==> config.mk <==
export PLATFORM = sky130hd
export DESIGN_NAME = gravity_by_altitude_interpolator_top
export DESIGN_NICKNAME = d
export VERILOG_FILES = /design/src/design/gbai_pkg.sv /design/src/design/gbai_front.sv /design/src/design/gbai_fifo.sv /design/src/design/gbai_back.sv /design/src/design/gravity_by_altitude_interpolator_top.sv
export VERILOG_INCLUDE_DIRS = /design/src /design/src/design
export SDC_FILE = /design/constraint.sdc
export NUM_CORES = 2
export LEC_CHECK = 0
export ABC_AREA = 1
export ABC_CLOCK_PERIOD_IN_PS = 10750
export BUFFER_PORTS_ARGS = -buffer_cell sky130_fd_sc_hd__buf_2
export CELL_PAD_IN_SITES_DETAIL_PLACEMENT = 2
export CELL_PAD_IN_SITES_GLOBAL_PLACEMENT = 2
export CORE_MARGIN = 5
export CORE_UTILIZATION = 42
export CTS_BUF_LIST = sky130_fd_sc_hd__clkbuf_2 sky130_fd_sc_hd__clkbuf_4 sky130_fd_sc_hd__clkbuf_8
export CTS_CLUSTER_SIZE = 10
export DETAILED_ROUTE_END_ITERATION = 8
export PLACE_DENSITY_LB_ADDON = 0.1
export SLEW_MARGIN = 20
export SYNTH_ARGS = -nofsm -noshare
export SYNTH_HDL_FRONTEND = slang
export SYNTH_SLANG_ARGS = --single-unit
==> constraint.sdc <==
create_clock -name clk -period 10.75 [get_ports clk]
set_input_delay 2.15 -clock clk [delete_from_list [all_inputs] [get_ports clk]]
set_output_delay 2.15 -clock clk [all_outputs]
set_load 0.03 [all_outputs]
==> src/design/gravity_by_altitude_interpolator_top_macros.svh <==
// ----------------------------------------------------------------------------
// Assertion macros for the gravity interpolator
// Concurrent checks on clk, disabled while arst_n is low.
// ----------------------------------------------------------------------------
`ifndef GRAVITY_BY_ALTITUDE_INTERPOLATOR_TOP_MACROS_SVH
`define GRAVITY_BY_ALTITUDE_INTERPOLATOR_TOP_MACROS_SVH
`ifndef SYNTHESIS
`define GBAI_ASSERT(lbl, prop) \
	lbl: assert property (@(posedge clk) disable iff (!arst_n) prop) \
		else $error("gbai: property violated");
`define GBAI_NEVER(lbl, cond) \
	lbl: assert property (@(posedge clk) disable iff (!arst_n) !(cond)) \
		else $error("gbai: forbidden condition");
`else
`define GBAI_ASSERT(lbl, prop)
`define GBAI_NEVER(lbl, cond)
`endif
`endif

==> src/design/gbai_pkg.sv <==
// ----------------------------------------------------------------------------
// gbai_pkg
// Types, table constants and segment lookups of the gravity interpolator.
// ----------------------------------------------------------------------------
package gbai_pkg;

	localparam int TABLE_POINTS = 14;
	localparam int ALT_W        = 20;
	localparam int MASS_W       = 16;
	localparam int ACC_W        = 21;
	localparam int FORCE_W      = 32;
	localparam int DATA_W       = 32;
	localparam int ADDR_W       = 2;
	localparam int FIFO_DEPTH   = 2;
	localparam int SEG_W        = (TABLE_POINTS > 2) ? $clog2(TABLE_POINTS - 1) : 1;
	// largest step between neighboring accelerations is 1049
	localparam int DA_W         = 11;
	localparam int NUM_W        = DA_W + ALT_W;

	typedef logic        [ALT_W-1:0]   alt_t;
	typedef logic        [MASS_W-1:0]  mass_t;
	typedef logic signed [ACC_W-1:0]   acc_t;
	typedef logic signed [FORCE_W-1:0] force_t;
	typedef logic        [SEG_W-1:0]   seg_t;
	typedef logic        [DA_W-1:0]    da_t;
	typedef logic        [NUM_W-1:0]   num_t;

	localparam logic [ADDR_W-1:0] REG_FALLBACK_ADDR = 2'd0;
	localparam acc_t FALLBACK_RESET = -21'sd595067;

	localparam alt_t ALT_TAB [TABLE_POINTS] = '{
		20'd0, 20'd16000, 20'd32000, 20'd48000, 20'd64000, 20'd80000, 20'd96000,
		20'd112000, 20'd128000, 20'd144000, 20'd160000, 20'd240000, 20'd320000,
		20'd400000
	};

	localparam acc_t ACC_TAB [TABLE_POINTS] = '{
		-21'sd642712, -21'sd642515, -21'sd642318, -21'sd642056, -21'sd641860,
		-21'sd641663, -21'sd641466, -21'sd641270, -21'sd641073, -21'sd640877,
		-21'sd640680, -21'sd639697, -21'sd638648, -21'sd637665
	};

	localparam alt_t SPAN_A = 20'd16000;
	localparam alt_t SPAN_B = 20'd80000;

	localparam alt_t SPAN_TAB [TABLE_POINTS-1] = '{
		SPAN_A, SPAN_A, SPAN_A, SPAN_A, SPAN_A, SPAN_A, SPAN_A, SPAN_A, SPAN_A,
		SPAN_A, SPAN_B, SPAN_B, SPAN_B
	};

	// floor(2^NUM_W / span): quotient estimate is exact or one low
	localparam longint unsigned RECIP_ONE   = 64'd1 << NUM_W;
	localparam longint unsigned RECIP_A_VAL = RECIP_ONE / SPAN_A;
	localparam longint unsigned RECIP_B_VAL = RECIP_ONE / SPAN_B;
	localparam int RECIP_W = $clog2(RECIP_A_VAL + 1);

	typedef logic [RECIP_W-1:0] recip_t;

	localparam recip_t RECIP_A = RECIP_W'(RECIP_A_VAL);
	localparam recip_t RECIP_B = RECIP_W'(RECIP_B_VAL);

	localparam recip_t RECIP_TAB [TABLE_POINTS-1] = '{
		RECIP_A, RECIP_A, RECIP_A, RECIP_A, RECIP_A, RECIP_A, RECIP_A, RECIP_A,
		RECIP_A, RECIP_A, RECIP_B, RECIP_B, RECIP_B
	};

	typedef struct packed {
		logic  oor;
		seg_t  seg;
		alt_t  delta;
		mass_t mass;
	} item_t;

	function automatic logic signed [ACC_W:0] seg_diff(input seg_t seg);
		logic signed [ACC_W:0] d;
		d = '0;
		if (int'(seg) < TABLE_POINTS - 1) begin
			d = (ACC_W+1)'(ACC_TAB[int'(seg) + 1]) - (ACC_W+1)'(ACC_TAB[seg]);
		end
		return d;
	endfunction

	function automatic da_t seg_da(input seg_t seg);
		logic signed [ACC_W:0] d;
		d = seg_diff(seg);
		if (d < 0) begin
			d = -d;
		end
		return DA_W'(d);
	endfunction

	function automatic logic seg_neg(input seg_t seg);
		return seg_diff(seg) < 0;
	endfunction

	function automatic alt_t seg_span(input seg_t seg);
		alt_t s;
		s = '0;
		if (int'(seg) < TABLE_POINTS - 1) begin
			s = SPAN_TAB[seg];
		end
		return s;
	endfunction

	function automatic recip_t seg_recip(input seg_t seg);
		recip_t r;
		r = '0;
		if (int'(seg) < TABLE_POINTS - 1) begin
			r = RECIP_TAB[seg];
		end
		return r;
	endfunction

	function automatic acc_t acc_min();
		acc_t m;
		m = ACC_TAB[0];
		for (int i = 1; i < TABLE_POINTS; i++) begin
			if (ACC_TAB[i] < m) begin
				m = ACC_TAB[i];
			end
		end
		return m;
	endfunction

	function automatic acc_t acc_max();
		acc_t m;
		m = ACC_TAB[0];
		for (int i = 1; i < TABLE_POINTS; i++) begin
			if (ACC_TAB[i] > m) begin
				m = ACC_TAB[i];
			end
		end
		return m;
	endfunction

	function automatic da_t da_max();
		da_t m;
		m = '0;
		for (int i = 0; i < TABLE_POINTS - 1; i++) begin
			if (seg_da(SEG_W'(i)) > m) begin
				m = seg_da(SEG_W'(i));
			end
		end
		return m;
	endfunction

	localparam acc_t ACC_MIN = acc_min();
	localparam acc_t ACC_MAX = acc_max();
	localparam da_t  DA_MAX  = da_max();

endpackage

==> src/design/gbai_front.sv <==
// ----------------------------------------------------------------------------
// gbai_front
// Takes an altitude/mass beat, finds its table segment and offset.
// ----------------------------------------------------------------------------
module gbai_front (
	input  logic            clk,
	input  logic            arst_n,
	input  logic            start,
	output logic            busy,
	input  gbai_pkg::alt_t  altitude,
	input  gbai_pkg::mass_t mass,
	input  logic            full,
	output logic            push,
	output gbai_pkg::item_t item
);
	import gbai_pkg::*;

	logic  valid_s1;
	item_t item_s1;
	item_t cls;
	logic  accept;

	always_comb begin
		cls.oor  = altitude > ALT_TAB[TABLE_POINTS-1];
		cls.seg  = '0;
		cls.mass = mass;
		for (int i = 1; i < TABLE_POINTS - 1; i++) begin
			if (altitude >= ALT_TAB[i]) begin
				cls.seg = SEG_W'(i);
			end
		end
		cls.delta = altitude - ALT_TAB[cls.seg];
	end

	assign push   = valid_s1 && !full;
	assign busy   = valid_s1 && full;
	assign accept = start && !busy;
	assign item   = item_s1;

	always_ff @(posedge clk or negedge arst_n) begin
		if (!arst_n) begin
			valid_s1 <= 1'b0;
		end else if (accept) begin
			valid_s1 <= 1'b1;
		end else if (push) begin
			valid_s1 <= 1'b0;
		end
	end

	always_ff @(posedge clk) begin
		if (accept) begin
			item_s1 <= cls;
		end
	end

endmodule

==> src/design/gbai_fifo.sv <==
// ----------------------------------------------------------------------------
// gbai_fifo
// Short queue of classified items between front and back.
// ----------------------------------------------------------------------------
`include "gravity_by_altitude_interpolator_top_macros.svh"

module gbai_fifo (
	input  logic            clk,
	input  logic            arst_n,
	input  logic            push,
	input  gbai_pkg::item_t wr_item,
	input  logic            pop,
	output gbai_pkg::item_t rd_item,
	output logic            full,
	output logic            empty
);
	import gbai_pkg::*;

	localparam int PTR_W = (FIFO_DEPTH > 1) ? $clog2(FIFO_DEPTH) : 1;
	localparam int CNT_W = $clog2(FIFO_DEPTH + 1);

	item_t             mem_q [FIFO_DEPTH];
	logic [PTR_W-1:0]  wr_ptr_q;
	logic [PTR_W-1:0]  rd_ptr_q;
	logic [CNT_W-1:0]  count_q;

	assign full    = count_q == CNT_W'(FIFO_DEPTH);
	assign empty   = count_q == '0;
	assign rd_item = mem_q[rd_ptr_q];

	function automatic logic [PTR_W-1:0] next_ptr(input logic [PTR_W-1:0] p);
		return (p == PTR_W'(FIFO_DEPTH - 1)) ? '0 : p + PTR_W'(1);
	endfunction

	always_ff @(posedge clk or negedge arst_n) begin
		if (!arst_n) begin
			wr_ptr_q <= '0;
			rd_ptr_q <= '0;
			count_q  <= '0;
		end else begin
			if (push) begin
				wr_ptr_q <= next_ptr(wr_ptr_q);
			end
			if (pop) begin
				rd_ptr_q <= next_ptr(rd_ptr_q);
			end
			if (push && !pop) begin
				count_q <= count_q + CNT_W'(1);
			end else if (pop && !push) begin
				count_q <= count_q - CNT_W'(1);
			end
		end
	end

	always_ff @(posedge clk) begin
		if (push) begin
			mem_q[wr_ptr_q] <= wr_item;
		end
	end

	`GBAI_NEVER(a_no_overflow, push && full)
	`GBAI_NEVER(a_no_underflow, pop && empty)
	`GBAI_ASSERT(a_push_fills, push && !pop |=> !empty)

endmodule

==> src/design/gbai_back.sv <==
// ----------------------------------------------------------------------------
// gbai_back
// Interpolation pipeline: multiply, reciprocal divide, correct, scale by mass.
// ----------------------------------------------------------------------------
`include "gravity_by_altitude_interpolator_top_macros.svh"

module gbai_back (
	input  logic             clk,
	input  logic             arst_n,
	input  logic             pop,
	input  gbai_pkg::item_t  item,
	input  gbai_pkg::acc_t   fallback,
	output logic             done,
	output gbai_pkg::acc_t   gravity_accel,
	output gbai_pkg::force_t gravity_force,
	output logic             out_of_range
);
	import gbai_pkg::*;

	localparam int PROD_W = NUM_W + RECIP_W;
	localparam int LIM_W  = NUM_W + 1;
	localparam int FP_W   = MASS_W + 1 + ACC_W;

	logic   valid_s1, valid_s2, valid_s3, valid_s4, valid_s5, valid_s6;

	num_t   num_s1;
	acc_t   a0_s1;
	alt_t   span_s1;
	recip_t recip_s1;
	logic   neg_s1, oor_s1;
	mass_t  mass_s1;

	da_t    q0_s2;
	num_t   num_s2;
	acc_t   a0_s2;
	alt_t   span_s2;
	logic   neg_s2, oor_s2;
	mass_t  mass_s2;

	logic [LIM_W-1:0] lim_s3;
	da_t    q0_s3;
	num_t   num_s3;
	acc_t   a0_s3;
	logic   neg_s3, oor_s3;
	mass_t  mass_s3;

	da_t    q_s4;
	acc_t   a0_s4;
	logic   neg_s4, oor_s4;
	mass_t  mass_s4;

	acc_t   accel_s5;
	logic   oor_s5;
	mass_t  mass_s5;

	acc_t   accel_s6;
	force_t force_s6;
	logic   oor_s6;

	logic [PROD_W-1:0]     prod;
	logic signed [ACC_W:0] q_ext;
	logic signed [ACC_W:0] sum;
	logic signed [FP_W-1:0] fprod;

	assign prod  = PROD_W'(num_s1) * PROD_W'(recip_s1);
	assign q_ext = neg_s4 ? -$signed((ACC_W+1)'(q_s4)) : $signed((ACC_W+1)'(q_s4));
	assign sum   = (ACC_W+1)'(a0_s4) + q_ext;
	assign fprod = $signed({1'b0, mass_s5}) * accel_s5;

	always_ff @(posedge clk or negedge arst_n) begin
		if (!arst_n) begin
			valid_s1 <= 1'b0;
			valid_s2 <= 1'b0;
			valid_s3 <= 1'b0;
			valid_s4 <= 1'b0;
			valid_s5 <= 1'b0;
			valid_s6 <= 1'b0;
		end else begin
			valid_s1 <= pop;
			valid_s2 <= valid_s1;
			valid_s3 <= valid_s2;
			valid_s4 <= valid_s3;
			valid_s5 <= valid_s4;
			valid_s6 <= valid_s5;
		end
	end

	always_ff @(posedge clk) begin
		num_s1   <= NUM_W'(seg_da(item.seg)) * NUM_W'(item.delta);
		a0_s1    <= ACC_TAB[item.seg];
		span_s1  <= seg_span(item.seg);
		recip_s1 <= seg_recip(item.seg);
		neg_s1   <= seg_neg(item.seg);
		oor_s1   <= item.oor;
		mass_s1  <= item.mass;

		q0_s2   <= DA_W'(prod >> NUM_W);
		num_s2  <= num_s1;
		a0_s2   <= a0_s1;
		span_s2 <= span_s1;
		neg_s2  <= neg_s1;
		oor_s2  <= oor_s1;
		mass_s2 <= mass_s1;

		lim_s3  <= (LIM_W'(q0_s2) + LIM_W'(1)) * LIM_W'(span_s2);
		q0_s3   <= q0_s2;
		num_s3  <= num_s2;
		a0_s3   <= a0_s2;
		neg_s3  <= neg_s2;
		oor_s3  <= oor_s2;
		mass_s3 <= mass_s2;

		q_s4    <= q0_s3 + DA_W'(LIM_W'(num_s3) >= lim_s3);
		a0_s4   <= a0_s3;
		neg_s4  <= neg_s3;
		oor_s4  <= oor_s3;
		mass_s4 <= mass_s3;

		accel_s5 <= oor_s4 ? fallback : ACC_W'(sum);
		oor_s5   <= oor_s4;
		mass_s5  <= mass_s4;

		accel_s6 <= accel_s5;
		force_s6 <= FORCE_W'(fprod >>> 8);
		oor_s6   <= oor_s5;
	end

	assign done          = valid_s6;
	assign gravity_accel = accel_s6;
	assign gravity_force = force_s6;
	assign out_of_range  = oor_s6;

	`GBAI_ASSERT(a_latency, pop |-> ##6 valid_s6)
	`GBAI_NEVER(a_quot_bound, valid_s2 && !oor_s2 && (q0_s2 > DA_MAX))
	`GBAI_NEVER(a_accel_range, valid_s6 && !oor_s6 && (accel_s6 < ACC_MIN || accel_s6 > ACC_MAX))

endmodule

==> src/design/gravity_by_altitude_interpolator_top.sv <==
// ----------------------------------------------------------------------------
// gravity_by_altitude_interpolator_top
// Piecewise-linear gravity lookup by altitude, scaled by mass to a force.
// ----------------------------------------------------------------------------
// Use:
//   Command channel: drive altitude (Q16.4 m) and mass (Q8.8 kg) with start;
//   the beat is taken on a clock edge where start is high and busy is low.
//   Result channel: done is high for one cycle with gravity_accel (Q4.16),
//   gravity_force (Q15.16) and out_of_range; results come back in order.
//   A beat passes the front register, the queue and then the back stages.
//   Throughput: one beat per cycle; the front register, the two-entry queue
//   and the six-stage back pipeline all advance every cycle, and busy only
//   rises if the queue is full.
//   The receiver cannot stall: each result is presented once and lost if
//   not captured.
//   APB port: register 0 (byte address 0) holds the fallback acceleration
//   used above 25000 m. Write it only while no beat is in flight.
//   Reset: arst_n clears the pipeline and queue and loads the fallback with
//   its default of -9.08 m/s^2; no result is pending after reset.
// ----------------------------------------------------------------------------
module gravity_by_altitude_interpolator_top (
	input  logic                           clk,
	input  logic                           arst_n,
	input  logic                           start,
	output logic                           busy,
	input  gbai_pkg::alt_t                 altitude,
	input  gbai_pkg::mass_t                mass,
	output logic                           done,
	output gbai_pkg::acc_t                 gravity_accel,
	output gbai_pkg::force_t               gravity_force,
	output logic                           out_of_range,
	input  logic                           psel,
	input  logic                           penable,
	input  logic                           pwrite,
	input  logic [gbai_pkg::ADDR_W-1:0]    paddr,
	input  logic [gbai_pkg::DATA_W-1:0]    pwdata,
	output logic [gbai_pkg::DATA_W-1:0]    prdata,
	output logic                           pready
);
	import gbai_pkg::*;

	acc_t  fallback_q;
	item_t front_item;
	item_t back_item;
	logic  push;
	logic  pop;
	logic  full;
	logic  empty;
	logic  wr_en;

	assign pready = 1'b1;
	assign wr_en  = psel && penable && pwrite && pready;
	assign prdata = (paddr == REG_FALLBACK_ADDR) ?
		{{(DATA_W-ACC_W){fallback_q[ACC_W-1]}}, fallback_q} : '0;

	always_ff @(posedge clk or negedge arst_n) begin
		if (!arst_n) begin
			fallback_q <= FALLBACK_RESET;
		end else if (wr_en) begin
			fallback_q <= acc_t'(pwdata[ACC_W-1:0]);
		end
	end

	assign pop = !empty;

	gbai_front u_front (
		.clk      (clk),
		.arst_n   (arst_n),
		.start    (start),
		.busy     (busy),
		.altitude (altitude),
		.mass     (mass),
		.full     (full),
		.push     (push),
		.item     (front_item)
	);

	gbai_fifo u_fifo (
		.clk     (clk),
		.arst_n  (arst_n),
		.push    (push),
		.wr_item (front_item),
		.pop     (pop),
		.rd_item (back_item),
		.full    (full),
		.empty   (empty)
	);

	gbai_back u_back (
		.clk           (clk),
		.arst_n        (arst_n),
		.pop           (pop),
		.item          (back_item),
		.fallback      (fallback_q),
		.done          (done),
		.gravity_accel (gravity_accel),
		.gravity_force (gravity_force),
		.out_of_range  (out_of_range)
	);

endmodule

======== Word level (Yosys, flattened, before mapping) ========
Memory sizes are Yosys's and may differ from the RTL's. A register that Yosys moved wholly into a read port is not among the register bits.
Index checks and enable logic that the tools add are counted.
operators by class
  add/subtract/negate cells ............... 12
  multipliers ............................. 4
  $lt $le $gt $ge ......................... 19
  eq/ne operators ......................... 1
  muxes and demuxes ....................... 31
  bitwise logic cells ..................... 3
  reductions and logical operators ........ 17
operators with widths
  kind                    number
  $mux W21                6
  $ge A20 B17 Y1 const B  4
  $ge A20 B18 Y1 const B  3
  $mux W4                 11
  $mul A31 B18 Y42        1
  $ge A20 B16 Y1 const B  2
  $mux W20                2
  $mul A17 B21 Y38        1
  $ge A31 B32 Y1          1
  $ge A32 B5 Y1 const B   1
  $mul A32 B20 Y32        1
  $mux W32                1
  $not A32 Y32            1
  $mul A11 B20 Y31        1
  $lt A22 B1 Y1 const B   1
  $mux W22                1
  $sub A21 B21 Y22        1
  $add A21 B21 Y21        1
  $neg A11 Y21            1
  $ge A20 B14 Y1 const B  1
  $ge A20 B15 Y1 const B  1
  $ge A20 B19 Y1 const B  1
  $gt A20 B19 Y1 const B  1
  $sub A20 B20 Y20        1
  other kinds (18)        41
word-level totals
  bits in registers ....................... 497
  RAM bits ................................ 82
  bits in read-only memories .............. 1600
  input port bits ......................... 76
  output and inout port bits .............. 89
  logic and storage cells ................. 138
  memories ................................ 6
memories
  memory            words  width  rd ports  clocked after Yosys merged registers in  wr ports  RTL line          source
  (name not given)  16     21     1         0                                        0         gbai_pkg.sv:78    d = (ACC_W+1)'(ACC_TAB[int'(seg) + 1]) - (ACC_W+1)'(ACC_TAB[seg]);
  (name not given)  16     21     1         0                                        0         gbai_pkg.sv:78
  (name not given)  16     20     1         0                                        0         gbai_front.sv:32  cls.delta = altitude - ALT_TAB[cls.seg];
  (name not given)  16     20     1         1                                        0         gbai_pkg.sv:100   s = SPAN_TAB[seg];
  (name not given)  16     18     1         1                                        0         gbai_pkg.sv:109   r = RECIP_TAB[seg];
  u_fifo.mem_q      2      41     1         0                                        1         gbai_fifo.sv:22   item_t mem_q [FIFO_DEPTH];

======== Longest topological paths before layout ========
  depth in word-level cells ............... 18
  depth in mapped cells ................... 51
  gate-level depth less buffers ........... 49

======== Modules after synthesis ========
From an unflattened synthesis, not the netlist that was laid out.
second synthesis, totals
  cells, all modules ...................... 5796
  area total of the unflattened synthesis .. 51941.1 sq um
modules (own cells, without submodules)
  module                                times used  cells an instance  area each (sq um)  seq. area each (sq um)
  gbai_back                             1           5204               44637.8            7337.0
  gbai_fifo                             1           153                3368.2             2562.5
  gbai_front                            1           287                2606.2             1256.2
  gravity_by_altitude_interpolator_top  1           152                1328.8             540.5

======== Worst setup path before layout ========
OpenSTA, ideal clock, no wires.
  path type ............................... register to register
  start point ............................. register u_fifo.rd_ptr_q
  end point ............................... register u_back.num_s1[28]
  setup time .............................. 0.072 ns
  data arrival time ....................... 8.879 ns
  data required time ...................... 10.678 ns
  setup slack ............................. 1.799 ns
  stages on the path, launching flop included .. 47
  path buffers ............................ 2
  period minus slack after synthesis ...... 8.951 ns
  path through ............................ dfrtp_1 -> buf_6 -> o21ai_0 -> inv_1 -> ha_1 -> inv_1 -> ha_1 -> clkbuf_1 -> inv_1 -> nor2_1 -> o21ai_0 -> o21ai_0 -> ha_1 -> fa_1 -> nand3b_1 -> nand2_1 -> nand2_1 -> nand2_1 -> [11 not listed] -> fa_1 -> inv_1 -> fa_1 -> inv_1 -> fa_1 -> inv_1 -> fa_1 -> inv_1 -> ha_1 -> nand2_1 -> nor4_1 -> nand3_1 -> nand3_1 -> nand3_1 -> nand3_1 -> nand2_1 -> nand2_1 -> xor2_1
between the ends
  longest elaborated chain between the ends .. 11
  elaborated cells on any way between the ends .. 17
  those cells by class .................... add/sub (3); mul (1); order compare (2); mux (6); bitwise (2); memory (3)
ends and longest elaborated chain
  item                                           RTL line                        source
  start, declared                                gbai_fifo.sv:24                 logic [PTR_W-1:0] rd_ptr_q;
  start signal, assigned                         gbai_fifo.sv:45                 rd_ptr_q <= next_ptr(rd_ptr_q);
  $mem_v2 Z2 W41 (*)                             --
  $add A4 B1 Y5                                  gbai_pkg.sv:78
  $not A32 Y32 (implied by the code)             gbai_pkg.sv:78
  $mem_v2 Z16 W21                                --
  $mux W21 (implied by the code) (2 in series)   gbai_pkg.sv:78
  $sub A21 B21 Y22                               gbai_pkg.sv:78
  $mux W22                                       gbai_pkg.sv:77                  if (int'(seg) < TABLE_POINTS - 1) begin
  $lt A22 B1 Y1 or $neg A11 Y11 (tied branches)  gbai_pkg.sv:86, gbai_pkg.sv:87
  $mux W11                                       gbai_pkg.sv:86                  if (d < 0) begin
  $mul A11 B20 Y31 (*)                           gbai_back.sv:89                 num_s1 <= NUM_W'(seg_da(item.seg)) * NUM_W'(item.delta);
  end signal, assigned                           gbai_back.sv:89
  end, declared                                  gbai_back.sv:26                 num_t num_s1;
Every way passes the cells marked *; elsewhere a longest branch is shown, timed or not. The select of a mux whose other input is x is not followed.
A chain may end at the register's enable or synchronous reset.

======== Final worst setup path ========
  start point ............................. register u_fifo.rd_ptr_q
  end point ............................... register u_back.num_s1[23]
The elaborated chain is that of the path after synthesis.

==> results.md <==
* Synth Area per Inst at 8.903 µm²
* Clock Sinks at 514
* Largest net degree at the start of global routing at 50
* Hold Buf Count CTS at 0
* CORE AREA at 0.1197 mm²
* Post-CTS sizing at 0
* Worst-Margin Slew at about 1.2 ns
* Post-DP HPWL at 134100 µm
* Avg WL per Cell at 21.52 µm
* Relative slew slack at 20.56%
* Largest cells by area after synthesis: fa_1 31%, dfxtp_1 14%, ha_1 13%
* TritonCTS clock tree: built
* Vias in the first global route at approximately 45k
* Crit-path max FO at 14
* Final period utilization at 93.24%
* Top Ports at 165
* Critical path type: reg2reg
* Mapped Nets at 7044
* Initial core utilization at between 40 and 50%
* Die Wd at between 300 and 400 µm
* Via count at 37.49k
* Clock Tree Buf Depth at 3
* Initial antenna violation count at 12
* Routed Antenna Nets at 0
* Total gr overflow at 0
* Post-route DRC at 0
* Share of cells above drive strength 1 at 7.563%
* CTS clk-pin slew, worst paths at 0.07 ns
* All-Layer GR Usage at 25.86%
* Pins over their slew limit at 0
* Setup TNS at 0 ns
* Die height at approximately 360 µm
* Synth cell types at 67
* Most used cell, CP: inv_1
* Fillers at 13.13k
* Slowest stage delay, CP at 0.56 ns
* Min cycle time layout at 10.02 ns
* Synthesis-to-finish area growth at 9.261%
* Reg area at 0.01171 mm²
* Max-Cap Viols at 0
* #FFs+latches synth at 514
* Nets at 7196
* Crit path DAT at 10.64 ns
* Latest clock arrival within the worst-skew pair at 0.79 ns
* Routed WL at 161600 µm
* Synth Flop Type: dfxtp_1
* Seq/Total Area, Yosys at 23.17%
* Port bufs at 152
* Syn Inst Count at 5669
* Initial DRT Pass Iterations at 5
* Final hold vios at 0
* Crit end category: flip-flop
* Final GP Congestion at 0.8751
* Die area at 0.1272 mm²
* Worst hold margin at roughly 0.3 ns
* RSZ-0062 raised after global routing: no
* H-tree Lvls at 3
* CTS root buf: clkbuf_8
* Row count at approximately 130
* CP required at 11.37 ns
* Hold crit path type: reg2reg
* Vias per cell at 4.991
* Synth area leader: fa_1
* Post-synth top area share at a little under a third
* Netlist Area Pre-Place at a little over 0.05 mm²
* Synthesis warning total at 0
* CTS Buf Count at 90
* Area of the multi-input gates at 0.03237 mm²
* Slowest-stage cell, CP: dfrtp_2
* Global-route wire length before repair at 252800 µm
* Worst Clk Skew at 0.05213 ns
* Max Fclk at between 90 and 100 MHz
* Setup Fix Bufs, Post-CTS at 0
* Initial DRC Count at 1275
* Number of flops mapped to enable cells by yosys at roughly 120
* Final setup fails at 0
* Crit path launch type: flip-flop
* Synth async-reset ratio at 6.226%
* Status: finished, final reports clean
==> registers in the layout, summed over array words and instances (netlist names), 3 cells and up <==
register	count
u_back.q0_s3	11
u_back.q0_s2	11
u_back.q_s4	11
u_back.gravity_accel	21
u_back.a0_s2	14
u_back.a0_s1	14
u_back.num_s3	24
u_back.mass_s5	16
u_back.num_s2	24
u_back.mass_s2	16
u_back.a0_s4	14
u_back.mass_s3	16
u_fifo.mem_q	82
u_front.item	41
u_back.mass_s1	16
u_back.gravity_force	30
fallback_q	21
u_back.span_s2	3
u_back.num_s1	31
u_back.lim_s3	23
u_back.mass_s4	16
u_back.accel_s5	21
u_back.a0_s3	14
==> placed cells by master, fill, tap and decap left out, types with 13 or more instances in the layout <==
cell type,synthesis,routed
ha_1,516,516
nand4_1,16,16
nand2_1,1016,1016
xor2_1,90,90
a31oi_1,23,23
or2_2,18,18
dfrtp_1,20,19
buf_2,5,152
nor2_1,337,335
inv_1,1531,1531
clkbuf_4,0,21
xnor2_1,48,48
nor3_1,22,22
dfxtp_1,359,352
a21oi_1,223,223
nand3_1,87,87
buf_4,20,42
fa_1,783,783
clkinv_2,0,17
clkbuf_8,0,108
edfxtp_1,123,123
o21ai_0,139,137
a21o_1,13,13
==> final timing paths <==
path / startpoint / end / slack [ns] / cells past startpoint
min in group asynchronous: arst_n / fallback_q[16]$_DFFE_PN0P_ / 1.46 / 2
hold / removal: u_back.mass_s2[1]$_DFF_P_ / u_back.mass_s3[1]$_DFF_P_ / 0.30 / 0
setup reg to reg: u_fifo.rd_ptr_q$_DFFE_PN0N_ / u_back.num_s1[23]$_DFF_P_ / 0.73 / 43
hold reg to reg: u_back.mass_s2[1]$_DFF_P_ / u_back.mass_s3[1]$_DFF_P_ / 0.30 / 0
max in group asynchronous: arst_n / u_fifo.rd_ptr_q$_DFFE_PN0N_ / 8.77 / 2
setup / recovery: u_fifo.rd_ptr_q$_DFFE_PN0N_ / u_back.num_s1[23]$_DFF_P_ / 0.73 / 43
==> through the flow <==
step | setup WS, ns | utilization (%) | cell area, µm² | instances
floorplan | 1.799 | - | 50470 | 5669
global placement | 0.6409 | 44.27 | 52980 | 7341
detailed placement | 0.3707 | 44.27 | 52980 | 7341
CTS | 0.3106 | 46.07 | 55120 | 7509
global route | 0.03175 | 46.09 | 55150 | 7510
finish | 0.7272 | 46.09 | 55150 | 7511
==> synth_stat cells (all sizes together) (3+ instances only) <==
| library cell | number |
|---|---|
| dfrtp | 20 |
| a21boi | 6 |
| nor2 | 350 |
| ha | 516 |
| a211oi | 4 |
| a21oi | 223 |
| nor4 | 13 |
| edfxtp | 123 |
| a21o | 13 |
| nand4 | 16 |
| a221oi | 3 |
| nand3b | 8 |
| xnor2 | 49 |
| dfstp | 12 |
| o31ai | 3 |
| or2 | 21 |
| clkbuf | 104 |
| dfxtp | 359 |
| nand2 | 1024 |
| nor3 | 22 |
| o22ai | 3 |
| nand3 | 89 |
| buf | 31 |
| clkinv | 4 |
| fa | 783 |
| o21bai | 12 |
| a31oi | 23 |
| o221ai | 7 |
| xor2 | 91 |
| o21ai | 148 |
| o21a | 10 |
| inv | 1544 |
| o211ai | 12 |
==> per-layer routing <==
metal / vias to the layer above / part of all wire (%) / wire (µm) / track usage, %
met1: 19440 / 41 / 66510 / 30.88
li1: 17150 / - / - / -
met3: 262 / 3.7 / 6050 / 3.732
met2: 624 / 52 / 83530 / 47.81
met5: - / 0.014 / 22 / 0
met4: 4 / 3.4 / 5537 / 8.437
==> critical path, delay by kind of cell (launching register included) <==
family	cells	cell delay (ns)
adder cells (fa/ha/maj)	9	3.48
AO/OA/AOI/OAI	11	2.20
buffers and inverters	12	1.94
AND/OR/NAND/NOR	10	1.51
flip-flops	1	0.56
XOR/XNOR	1	0.16
==> layout make-up <==
cell class	count	share of cell area, %
multi-input cells	3472	58.70
flip-flops and latches	514	21.23
inverters	1548	10.54
well taps	1612	3.657
clock buffers	129	2.981
repair buffers	195	1.972
clock inverters	39	0.9143
diodes	2	0.009075
==> cell families (layout without fill, tap and decap cells) <==
family | Yosys count | count (layout) | share of synthesized area [%]
fa+ha+maj | 1299 | 1299 | 43.85
compound gates | 482 | 482 | 5.404
simple gates | 1550 | 1550 | 12.35
flops | 514 | 514 | 23.17
buf+inv | 1683 | 1911 | 12.74
xor+xnor | 140 | 140 | 2.481
other cells | 1 | 3 | 0.007430
Power is left out: the tool's default activity adds up to more than one toggle a clock period on the data nets, which glitch-free logic cannot reach.
